==> config.mk <==
export PLATFORM = sky130hd
export DESIGN_NAME = utf8_stream_validator_top
export DESIGN_NICKNAME = d
export VERILOG_FILES = /design/src/utf8v_pkg.sv /design/src/utf8_stream_validator_top.sv /design/src/utf8v_step.sv
export SDC_FILE = /design/constraint.sdc
export NUM_CORES = 1
export LEC_CHECK = 0
export BUFFER_PORTS_ARGS = -buffer_cell sky130_fd_sc_hd__clkbuf_2
export CORE_MARGIN = 2
export CORE_UTILIZATION = 60
export CTS_CLUSTER_DIAMETER = 150
export DETAILED_ROUTE_END_ITERATION = 7
export GPL_TIMING_DRIVEN = 0
export PLACE_DENSITY = 0.84
export SYNTH_ARGS = -nofsm -noshare
export SYNTH_HDL_FRONTEND = slang
export SYNTH_SLANG_ARGS = --single-unit
==> constraint.sdc <==
create_clock -name clk -period 4.3 [get_ports clk]
set_input_delay 0.645 -clock clk [delete_from_list [all_inputs] [get_ports clk]]
set_output_delay 0.645 -clock clk [all_outputs]
set_load 0.01 [all_outputs]
==> src/utf8v_pkg.sv <==
// utf8v_pkg: shared types, byte-class constants and decode functions
// for the utf-8 stream validator
// no dependencies
package utf8v_pkg;

	localparam logic [7:0] CONT_MASK  = 8'hC0;
	localparam logic [7:0] CONT_CODE  = 8'h80;
	localparam logic [7:0] TWO_OVLONG = 8'h1E;
	localparam logic [7:0] SURR_LEAD  = 8'hED;
	localparam logic [7:0] SURR_MASK  = 8'hA0;
	localparam logic [7:0] L3_LOW     = 8'h0F;
	localparam logic [7:0] S3_BITS    = 8'h20;
	localparam logic [7:0] L4_LOW     = 8'h07;
	localparam logic [7:0] S4_BITS    = 8'h30;
	localparam logic [7:0] L5_LOW     = 8'h03;
	localparam logic [7:0] S5_BITS    = 8'h38;
	localparam logic [7:0] L6_LOW     = 8'h01;
	localparam logic [7:0] S6_BITS    = 8'h3E;

	localparam int TRAIL_W = 3;

	typedef struct packed {
		logic [TRAIL_W-1:0] trail_left;
		logic [7:0]         lead_value;
		logic               expect_second;
		logic               failed;
	} utf8v_state_t;

	typedef struct packed {
		logic               bad;
		logic [TRAIL_W-1:0] trails;
	} lead_info_t;

	// number of continuation bytes a lead byte announces
	function automatic lead_info_t lead_trails(input logic [7:0] b);
		lead_info_t r;
		r = '{bad: 1'b0, trails: '0};
		if (b[7] == 1'b0)              r.trails = 3'd0;
		else if (b[7:5] == 3'b110)     r.trails = 3'd1;
		else if (b[7:4] == 4'b1110)    r.trails = 3'd2;
		else if (b[7:3] == 5'b11110)   r.trails = 3'd3;
		else if (b[7:2] == 6'b111110)  r.trails = 3'd4;
		else if (b[7:1] == 7'b1111110) r.trails = 3'd5;
		else                           r.bad = 1'b1;
		return r;
	endfunction

	// overlong and surrogate checks on lead and second byte
	function automatic logic second_reject(input logic [7:0] lead, input logic [7:0] second);
		logic r;
		if (lead[7:4] == 4'b1110) begin
			r = ((lead == SURR_LEAD) && ((second & SURR_MASK) == SURR_MASK))
				|| (((lead & L3_LOW) == 8'h00) && ((second & S3_BITS) == 8'h00));
		end else if (lead[7:3] == 5'b11110) begin
			r = ((lead & L4_LOW) == 8'h00) && ((second & S4_BITS) == 8'h00);
		end else if (lead[7:2] == 6'b111110) begin
			r = ((lead & L5_LOW) == 8'h00) && ((second & S5_BITS) == 8'h00);
		end else begin
			r = ((lead & L6_LOW) == 8'h00) && ((second & S6_BITS) == 8'h00);
		end
		return r;
	endfunction

endpackage

==> src/utf8_stream_validator_top.sv <==
// utf8_stream_validator_top: utf-8 (one to six byte legacy form) stream checker
// depends on utf8v_pkg and utf8v_step
//
// usage
//   input channel  : in_valid / in_ready, payload data_byte and final_byte.
//                    one byte per transfer, final_byte high on the last byte
//                    of a text; texts are never empty.
//   output channel : out_valid / out_ready, payload text_valid. exactly one
//                    transfer per text, raised by its final byte; bytes that
//                    are not final produce nothing.
//   verdict path   : the final byte is held in the input register, then its
//                    verdict is loaded into the verdict register, which drives
//                    out_valid; a stall on the output can come between.
//   throughput     : one byte per cycle unless a final byte waits on a full
//                    verdict register; decode and compare logic feeds the
//                    decoder state from the input register, so the next byte follows at once.
//   stall          : while a verdict waits unclaimed, non-final bytes keep
//                    flowing; only a second final byte waits in the input
//                    register, which then drops in_ready.
//   reset          : arst_n clears the input and output valid flags and the
//                    decoder state, so the first byte is read as a lead byte.
module utf8_stream_validator_top
	import utf8v_pkg::*;
(
	input  logic       clk,
	input  logic       arst_n,
	input  logic       in_valid,
	output logic       in_ready,
	input  logic [7:0] data_byte,
	input  logic       final_byte,
	output logic       out_valid,
	input  logic       out_ready,
	output logic       text_valid
);

	// input register
	logic         valid_s1;
	logic [7:0]   byte_s1;
	logic         final_s1;

	// decoder state held across bytes of a text
	utf8v_state_t state_q;
	utf8v_state_t state_nxt;
	logic         verdict;

	// result register
	logic         out_valid_q;
	logic         text_valid_q;

	logic         out_free;
	logic         fire_s1;

	// a final byte needs room in the result register; others never wait
	assign out_free = !out_valid_q || out_ready;
	assign fire_s1  = valid_s1 && (!final_s1 || out_free);
	assign in_ready = !valid_s1 || fire_s1;

	always_ff @(posedge clk or negedge arst_n) begin
		if (!arst_n) begin
			valid_s1 <= 1'b0;
		end else if (in_ready) begin
			valid_s1 <= in_valid;
		end
	end

	// payload of the input register needs no reset
	always_ff @(posedge clk) begin
		if (in_ready && in_valid) begin
			byte_s1  <= data_byte;
			final_s1 <= final_byte;
		end
	end

	utf8v_step u_step (
		.cur        (state_q),
		.data_byte  (byte_s1),
		.final_byte (final_s1),
		.nxt        (state_nxt),
		.verdict    (verdict)
	);

	always_ff @(posedge clk or negedge arst_n) begin
		if (!arst_n) begin
			state_q <= '0;
		end else if (fire_s1) begin
			state_q <= state_nxt;
		end
	end

	// result register: loads on a final byte, empties on an output transfer
	always_ff @(posedge clk or negedge arst_n) begin
		if (!arst_n) begin
			out_valid_q <= 1'b0;
		end else if (fire_s1 && final_s1) begin
			out_valid_q <= 1'b1;
		end else if (out_ready) begin
			out_valid_q <= 1'b0;
		end
	end

	always_ff @(posedge clk) begin
		if (fire_s1 && final_s1) begin
			text_valid_q <= verdict;
		end
	end

	assign out_valid  = out_valid_q;
	assign text_valid = text_valid_q;

endmodule

==> src/utf8v_step.sv <==
// utf8v_step: next-state and verdict logic for one byte
// depends on utf8v_pkg
module utf8v_step
	import utf8v_pkg::*;
(
	input  utf8v_state_t cur,
	input  logic [7:0]   data_byte,
	input  logic         final_byte,
	output utf8v_state_t nxt,
	output logic         verdict
);

	lead_info_t   li;
	utf8v_state_t upd;

	always_comb begin
		li  = lead_trails(data_byte);
		upd = cur;
		if (!cur.failed) begin
			if (cur.trail_left == '0) begin
				if (li.bad) begin
					upd.failed = 1'b1;
				end else if (li.trails == 3'd1) begin
					// two-byte form must carry more than seven bits
					if ((data_byte & TWO_OVLONG) == 8'h00) upd.failed = 1'b1;
					else upd.trail_left = 3'd1;
				end else if (li.trails != 3'd0) begin
					upd.trail_left    = li.trails;
					upd.lead_value    = data_byte;
					upd.expect_second = 1'b1;
				end
			end else begin
				if ((data_byte & CONT_MASK) != CONT_CODE) begin
					upd.failed = 1'b1;
				end else begin
					if (cur.expect_second) begin
						if (second_reject(cur.lead_value, data_byte)) upd.failed = 1'b1;
						upd.expect_second = 1'b0;
					end
					upd.trail_left = cur.trail_left - 3'd1;
				end
			end
		end
		verdict = !upd.failed && (upd.trail_left == '0);
		nxt     = final_byte ? utf8v_state_t'('0) : upd;
	end

endmodule

==> metrics.txt, run 1 <==
total congestion overflow 0; P_sw 0.0002354 W; TritonCTS clock tree yes; max_slew headroom 73.62%; Cell Area, Synth about 0.0013 sq mm; VDD IR max 0.3336 mV; Wirelength per Cell 13.71 um; Setup CP Type register to register; CTS resizes 0; dpl cells 169; global-route wire length before repair 4050 um; CP required 4.39 ns; RePlAce Congestion 0.8267; IO buf count 15; Setup Skew 0.002678 ns; sequential share of the synthesized area 51.48%; area leader, netlist dfrtp_1; EDFF count, synth 10; Fmax achieved 524.0 MHz; Leakage 0.6421 nW; max_cap viols 0; Vias/cell 5.919; Max Slew Vio Count 0; clk sinks 25; hpwl dp 1777 um; final cell count without fillers roughly 170; Nets about 160; RR Startpoint byte_s1[3]$_DFFE_PP_; fraction of layout cells with a size suffix above 1 21.23%; Final Cycle Share 44.38%; Root Buffer clkbuf_4; syn avg cell area 10.33 sq um; total CTS buffers 3; main flop type after synthesis dfrtp_1; Worst-Skew Late Latency slightly above 0.3 ns; Starting Density between 60% and 70%; Gate power share 38.6%; cts hold-fix bufs 0; vias in the first global route 969; Top Ports 16; ANT cells 0; final WL around 2400 um; antenna violations before repair 0; Die Height 50.77 um; CP Launch Type register; cell internal pwr roughly 0.00044 W; syn_nets 142; CP Data Arrival Time 2.00 ns; Setup violations, final 0; Longest Clk Path Bufs 2; Clk pwr share 15.1%; setup tns final 0 ns; Total Die Area 0.002578 sq mm; Worst Setup End Kind register; Synth Instances around 130; Syn. warnings 0; core area 0.002022 sq mm; via count 1024; unrepaired setup endpoints after global routing no; # H-tree levels 1; largest net degree at the start of global routing 16; Switching Fraction 34.87%; crit path max fanout 6; drt pass-1 iters 4; clock-pin slew on the worst setup and hold paths 0.13 ns; # rows 16; Synth top area share 28.60%; worst hold path class input pin to async pin; drt initial violations 27; synth top area cells dfrtp_1 (29%), edfxtp_1 (23%), nand2_1 (4.3%); Worst Tran Pin Value 0.3956 ns; R2R depth 6; power density over the cells 466.0 mW/mm^2; fin crit period 1.908 ns; # DRC 0; total track usage 20.91%; Area growth, synth to finish 10.39%; most frequent cells in the layout nand2_1 (15), clkbuf_2 (15), dfrtp_1 (15); Post-DRT Antenna Nets 0; Synth cell types 43; Die Wd 50.77 um; worst r2r dst text_valid$_DFFE_PP_; async set-reset flop share out of synthesis 60.00%; flop-to-flop setup slack 2.39 ns; outcome finished, final reports clean; Final Hold Fails 0; Flop pwr share 46.3%; postcts setup bufs 0; #FFs+latches synth 25
==> cells by family after synthesis <==
group,share of synthesized area [%]
AO/OA/AOI/OAI,19.92
adder cells (fa/ha/maj),1.906
flip-flops,51.48
AND/OR/NAND/NOR,20.69
buffers and inverters,6.005
==> metrics by stage <==
stage | setup slack [ns] | instance area (sq um) | util (%) | hold slack (ns) | total power (W)
6_report | 2.392 | 1449 | 71.66 | 0.2260 | 0.0006752
3_5_place_dp | 2.419 | 1421 | 70.30 | 0.4666 | 0.0005738
2_1_floorplan | 2.524 | 1313 | - | 0.3494 | 0.0005185
3_3_place_gp | 2.417 | 1421 | 70.30 | 0.4606 | 0.0005668
4_1_cts | 2.387 | 1449 | 71.66 | 0.2339 | 0.0006747
5_1_grt | 2.305 | 1449 | 71.66 | 0.2527 | 0.0007236
==> power groups by stage <==
stage / clock network [W] / logic (W) / registers, W
2_1_floorplan: 0 / 0.000205 / 0.000313
3_3_place_gp: 0 / 0.000251 / 0.000316
3_5_place_dp: 0 / 0.000257 / 0.000317
4_1_cts: 0.000104 / 0.000259 / 0.000312
5_1_grt: 0.000110 / 0.000296 / 0.000317
6_report: 0.000102 / 0.000260 / 0.000313
==> final cells by class <==
type | instances | area, sq um
multi-input cells | 88 | 558.0
fillers | 159 | 573.1
repair buffers | 15 | 75.07
well taps | 27 | 33.78
flip-flops and latches | 25 | 675.6
plain buffers | 4 | 41.29
inverters | 10 | 37.54
clock buffers | 3 | 22.52
clock inverters | 1 | 5.005
==> worst max path at each step <==
stage / from / to / slack [ns] / cells past startpoint
3_5_place_dp: byte_s1[3]$_DFFE_PP_ / text_valid$_DFFE_PP_ / 2.42 / 6
6_report: byte_s1[3]$_DFFE_PP_ / text_valid$_DFFE_PP_ / 2.39 / 6
2_1_floorplan: byte_s1[3]$_DFFE_PP_ / text_valid$_DFFE_PP_ / 2.52 / 6
3_3_place_gp: byte_s1[3]$_DFFE_PP_ / text_valid$_DFFE_PP_ / 2.42 / 6
5_1_grt: byte_s1[3]$_DFFE_PP_ / text_valid$_DFFE_PP_ / 2.30 / 6
4_1_cts: byte_s1[3]$_DFFE_PP_ / text_valid$_DFFE_PP_ / 2.39 / 6
==> sequential cells by signal, indices dropped and copies added, names as in the netlist <==
signal	flops
out_valid	1
byte_s1	8
state_q	13
text_valid	1
final_s1	1
valid_s1	1
==> worst max-delay path, cell delays in order, from the launching register on <==
cell and delay, ns:
edfxtp_1 0.49, nand2b_1 0.19, a2111oi_2 0.35, a31oi_1 0.07, o32a_1 0.19, o221a_1 0.24, and4_1 0.15
==> Yosys cell counts, types with 2 or more instances <==
cell / count
o21ai_1: 3
a21oi_1: 7
a21o_1: 3
and3_1: 2
and2_1: 2
edfxtp_1: 10
nor2b_1: 2
nor2_1: 5
nor3_1: 4
ha_1: 2
dfrtp_1: 15
inv_1: 9
o21ai_0: 4
a211oi_1: 2
o22ai_1: 2
nand3b_1: 2
nand2b_1: 4
o31ai_1: 6
a31oi_1: 4
nand2_1: 15
buf_6: 2
==> metal layers <==
layer	global-route usage [%]	up-vias	wire, um	share of wire (%)
met2	36.62	36	1110	47
li1	-	503	-	-
met3	2.679	4	153	6.5
met5	0	-	0	0
met4	5.405	0	25	1.1
met1	27.29	481	1082	46
No activity file was read; power rests on OpenSTA's default activity.
==> inputs of run 2 (changes only) <==
--- a/config.mk
+++ b/config.mk
@@ -7,11 +7,11 @@
 export LEC_CHECK = 0
 export BUFFER_PORTS_ARGS = -buffer_cell sky130_fd_sc_hd__clkbuf_2
 export CORE_MARGIN = 2
-export CORE_UTILIZATION = 60
+export CORE_UTILIZATION = 56
 export CTS_CLUSTER_DIAMETER = 150
 export DETAILED_ROUTE_END_ITERATION = 7
 export GPL_TIMING_DRIVEN = 0
-export PLACE_DENSITY = 0.84
+export PLACE_DENSITY = 0.79
 export SYNTH_ARGS = -nofsm -noshare
 export SYNTH_HDL_FRONTEND = slang
 export SYNTH_SLANG_ARGS = --single-unit
==> constraint.sdc (replaced) <==
create_clock -name clk -period 1.84 [get_ports clk]
set_input_delay 0.276 -clock clk [delete_from_list [all_inputs] [get_ports clk]]
set_output_delay 0.276 -clock clk [all_outputs]
set_load 0.01 [all_outputs]
==> metrics.txt, run 2 (same netlist as run 1, synthesis figures left out) <==
Critical Path, Cell by Cell buf_4 > nand4_1 > nor2_2 > nand3b_1 > a31oi_1 > o221a_1 > and4_1; CP Data Arrival Time roughly 2.1 ns; total congestion overflow 0; Crit-path slowest cell edfxtp_1; Fillers 153; Die Wd between 50 and 60 um; final WL 2865 um; total track usage approximately a fifth; dpl cells 170; Setup CP Type register to register; max_slew headroom 73.57%; Fmax achieved 524.0 MHz; core area 0.002212 sq mm; crit path max fanout 5; most frequent cells in the layout nand2_1 (15), clkbuf_2 (15), dfrtp_1 (15); Worst Setup End Kind register; most flop-heavy register state_q; post-route core utilization 72.45%; TritonCTS clock tree yes; fin area 0.001603 sq mm; CP max stage delay roughly 0.52 ns; busiest grt layer met2; Critical path buffers and inverters 1; worst hold path class input pin to register; clk sinks 25; Area growth, synth to finish 22.12%; unrepaired setup endpoints after global routing yes; Worst path top cell family by delay compound AO/OA/AOI/OAI gates; Longest Clk Path Bufs 2; Root Buffer clkbuf_4; Max Slew Vio Count 0; max_cap viols 0; Final Cycle Share 103.7%; clock-pin slew on the worst setup and hold paths 0.13 ns; Starting Density 59.33%; met3 Use GR 4.000%; drt initial violations 26; Post-DP Area 0.001423 sq mm; fin crit period approximately 1.9 ns; VDD IR max 0.8133 mV; total CTS buffers 3; global-route wire length before repair 4195 um; Setup Skew 0.002114 ns; PnR worst setup slack -0.06855 ns; Final Hold Fails 0; GR Util met1 a little over a quarter; CP Launch Type register; Nets 170; hpwl dp ~1900 um; antenna violations before repair 0; # DRC 0; Setup violations, final 1; Post-DRT Antenna Nets 0; max reg flops 13; drt pass-1 iters 4; biggest regs state_q x13, byte_s1 x8; failing checks setup timing; Top Ports 16; final cell count without fillers 182; Worst-Skew Late Latency about 0.33 ns; Total Die Area 0.002747 sq mm; outcome finished, violations left; power density over the cells ~1100 mW/mm^2; setup tns final -0.06855 ns; CP required 2.04 ns; flop-to-flop setup slack -0.07 ns; # H-tree levels 1; Worst Tran Pin Value 0.3965 ns; # rows 17; ANT cells 0; GR Util met2 between 30% and 40%; via count around 1100; Die Height roughly 52 um; Wirelength per Cell approximately 16 um; IO buf count 15; Vias/cell ~6.0; RePlAce Congestion about 0.93; fraction of layout cells with a size suffix above 1 around 32%; vias in the first global route 1009; largest net degree at the start of global routing 16; Leakage roughly 0.7 nW
==> run 2: final timing paths <==
| kind | start | to | depth (start not counted) |
|---|---|---|---|
| setup / recovery | byte_s1[4]$_DFFE_PP_ | text_valid$_DFFE_PP_ | 7 |
| hold / removal | data_byte[1] | byte_s1[1]$_DFFE_PP_ | 1 |
| setup reg to reg | byte_s1[4]$_DFFE_PP_ | text_valid$_DFFE_PP_ | 7 |
| hold reg to reg | state_q[7]$_DFFE_PN0P_ | state_q[7]$_DFFE_PN0P_ | 1 |
| max in group asynchronous | arst_n | valid_s1$_DFFE_PN0N_ | 2 |
| min in group asynchronous | arst_n | state_q[6]$_DFFE_PN0P_ | 2 |
==> run 2: worst register-to-register path, cell delays in order, from the launching register on <==
cell	delay (ns)
edfxtp_1	0.52
buf_4	0.18
nand4_1	0.09
nor2_2	0.07
nand3b_1	0.17
a31oi_1	0.30
o221a_1	0.26
and4_1	0.18
==> run 2: metrics by stage <==
stage          power [W]  hold WS, ns  setup WS [ns]
5_1_grt         0.001801       0.1009       -0.09649
6_report        0.001728       0.1134       -0.06855
2_1_floorplan   0.001212     -0.01959        0.06364
3_3_place_gp    0.001322       0.2059       -0.03934
3_5_place_dp    0.001354       0.2139       -0.06046
4_1_cts         0.001605       0.1192       0.001123
==> run 2: cell type report <==
class | count | area (sq um) | area share [%]
well taps | 28 | 35.03 | 2.186
clock buffers | 3 | 22.52 | 1.405
flip-flops and latches | 25 | 675.6 | 42.15
inverters | 10 | 37.54 | 2.342
clock inverters | 1 | 5.005 | 0.3123
multi-input cells | 88 | 644.4 | 40.20
plain buffers | 3 | 37.54 | 2.342
repair buffers | 24 | 145.1 | 9.055
==> run 2: timing repair <==
action / 4_1_cts / 5_1_grt
pin swaps: 2 / 5
gates resized for setup: 2 / 15
hold buffers: 1 / 0
endpoints found under the hold margin: 15 / 0
setup buffers: 6 / 2
endpoints found under the setup margin: 1 / 9
==> run 2: where the power goes <==
part	leakage (nW)	switching, W	internal (W)	total (W)
Sequential	0.298	0.0000703	0.000669	0.000739
Combinational	0.385	0.000410	0.000335	0.000744
Clock	0.0177	0.000163	0.0000817	0.000245
==> run 2: layer usage <==
metal / wire, um / share of wire (%)
met5: 0 / 0
met2: 1375 / 48
met3: 166 / 5.8
met4: 93 / 3.2
met1: 1229 / 43
==> inputs of run 3 (changes only) <==
--- a/config.mk
+++ b/config.mk
@@ -7,11 +7,11 @@
 export LEC_CHECK = 0
 export BUFFER_PORTS_ARGS = -buffer_cell sky130_fd_sc_hd__clkbuf_2
 export CORE_MARGIN = 2
-export CORE_UTILIZATION = 56
+export CORE_UTILIZATION = 48
 export CTS_CLUSTER_DIAMETER = 150
 export DETAILED_ROUTE_END_ITERATION = 7
 export GPL_TIMING_DRIVEN = 0
-export PLACE_DENSITY = 0.79
+export PLACE_DENSITY = 0.73
 export SYNTH_ARGS = -nofsm -noshare
 export SYNTH_HDL_FRONTEND = slang
 export SYNTH_SLANG_ARGS = --single-unit
==> constraint.sdc (replaced) <==
create_clock -name clk -period 1.6 [get_ports clk]
set_input_delay 0.24 -clock clk [delete_from_list [all_inputs] [get_ports clk]]
set_output_delay 0.24 -clock clk [all_outputs]
set_load 0.01 [all_outputs]
==> metrics.txt, run 3 (same netlist as run 1, synthesis figures left out) <==
outcome finished, violations left; failing checks setup timing; worst hold slack 0.08959 ns; Worst Setup End Kind register; Top Ports 16; via count roughly 1100; ANT cells 0; clock-pin slew on the worst setup and hold paths 0.13 ns; crit path max fanout 5; final WL around 2800 um; CP Data Arrival Time 1.89 ns; Area growth, synth to finish 31.36%; drt initial violations 30; unrepaired setup endpoints after global routing yes; Starting Density 51.57%; total track usage between 10% and 20%; clk sinks 25; # DRC 0; setup tns final -0.4336 ns; PnR worst setup slack -0.2063 ns; drt pass-1 iters 4; Fmax achieved 553.6 MHz; R2R depth 5; Final Hold Fails 0; IO buf count 15; CP required 1.69 ns; multi-input logic area 714.4 sq um; most flop-heavy register state_q; core area approximately 0.0025 sq mm; Post-DRT Antenna Nets 0; Setup Skew 0.004489 ns; biggest regs state_q x13, byte_s1 x8; RePlAce Congestion approximately 0.9; # H-tree levels 1; Worst-Skew Late Latency 0.31 ns; vias in the first global route 990; Wirelength per Cell between 10 and 15 um; power density over the cells 1244 mW/mm^2; Post-DP Area 0.001453 sq mm; Final Cycle Share 112.9%; Longest Clk Path Bufs 2; max_slew headroom 73.71%; fin area approximately 0.0017 sq mm; Die Height 56.29 um; largest net degree at the start of global routing 16; Fillers 187; flop-to-flop setup slack -0.21 ns; Leakage 0.7392 nW; antenna violations before repair 0; total congestion overflow 0; post-route core utilization 67.75%; hpwl dp 1899 um; Die Wd 56.29 um; Worst Tran Pin Value 0.3944 ns; max reg flops 13; Root Buffer clkbuf_4; max_cap viols 0; Total Die Area 0.003169 sq mm; Cells on Worst Hold Path 1; Setup violations, final 8; CP Launch Type register; # rows 18; register area 675.6 sq um; most frequent cells in the layout clkbuf_2 (15), dfrtp_1 (15), buf_4 (12); worst hold path class input pin to register; total CTS buffers 3; Max Slew Vio Count 0; fin crit period 1.806 ns; Nets 175; VDD IR max 1.080 mV; global-route wire length before repair 4464 um; fraction of layout cells with a size suffix above 1 40.88%; Vias/cell between 5 and 6; Setup CP Type register to register; TritonCTS clock tree yes; Overall Power roughly 0.0021 W
==> run 3: changes by cell type in the layout (fill, tap and decap cells not counted), moves of 2 or more <==
cell / change
o31ai_2: +2
nand2_4: +2
nand2_1: -4
nand2_2: +2
nor2_4: +2
nor2_2: -2
buf_4: +4
o31ai_1: -3
==> run 3: critical path, stage by stage (launching register included) <==
cell      delay [ns]
edfxtp_1        0.49
o21ai_1         0.16
or3b_4          0.38
o32a_1          0.18
o221a_1         0.23
and4_1          0.15
==> run 3: worst paths after layout <==
check	start	endpoint
worst max register to register	byte_s1[4]$_DFFE_PP_	text_valid$_DFFE_PP_
worst min register to register	state_q[9]$_DFFE_PN0P_	state_q[9]$_DFFE_PN0P_
max in group asynchronous	arst_n	state_q[8]$_DFFE_PN0P_
min in group asynchronous	arst_n	state_q[1]$_DFFE_PN0P_
worst min-delay path	data_byte[2]	byte_s1[2]$_DFFE_PP_
worst max-delay path	byte_s1[4]$_DFFE_PP_	text_valid$_DFFE_PP_
==> run 3: per-stage QoR <==
stage          worst slack (ns)  cells
2_1_floorplan          -0.08428    127
3_3_place_gp            -0.1881    172
3_5_place_dp            -0.2008    172
4_1_cts                 -0.2106    180
5_1_grt                 -0.2995    189
6_report                -0.2063    189
==> run 3: final cells by class <==
type / count / area share (%)
inverter: 10 / 2.177
multi-input combinational: 88 / 41.44
timing repair buffer: 30 / 11.97
clock buffer: 4 / 1.524
buffer: 2 / 1.524
sequential: 25 / 39.19
tap: 30 / 2.177
==> run 3: repair_timing <==
action                                  in CTS  in global routing
hold buffers                                 1                  0
endpoints found under the setup margin      11                 14
endpoints found under the hold margin       15                  0
gates cloned                                 1                  0
resized for setup                           11                 19
pin swaps                                    0                 12
buffers inserted                             3                 10
==> run 3: report_power, final <==
group / internal, W / total (W) / switching, W
Sequential: 0.000769 / 0.000844 / 0.0000745
Combinational: 0.000493 / 0.00102 / 0.000531
Clock: 0.0000974 / 0.000277 / 0.000179
Total: 0.00136 / 0.00214 / 0.000785
==> run 3: metal layers <==
| metal | GRT usage (%) | part of all wire (%) | vias to the layer above | wire length (um) |
|---|---|---|---|---|
| met4 | 6.463 | 2.8 | 0 | 78 |
| li1 | - | - | 531 | - |
| met1 | 23.62 | 45 | 512 | 1265 |
| met2 | 28.74 | 48 | 39 | 1343 |
| met3 | 3.456 | 4.5 | 12 | 126 |
| met5 | 0 | 0 | - | 0 |
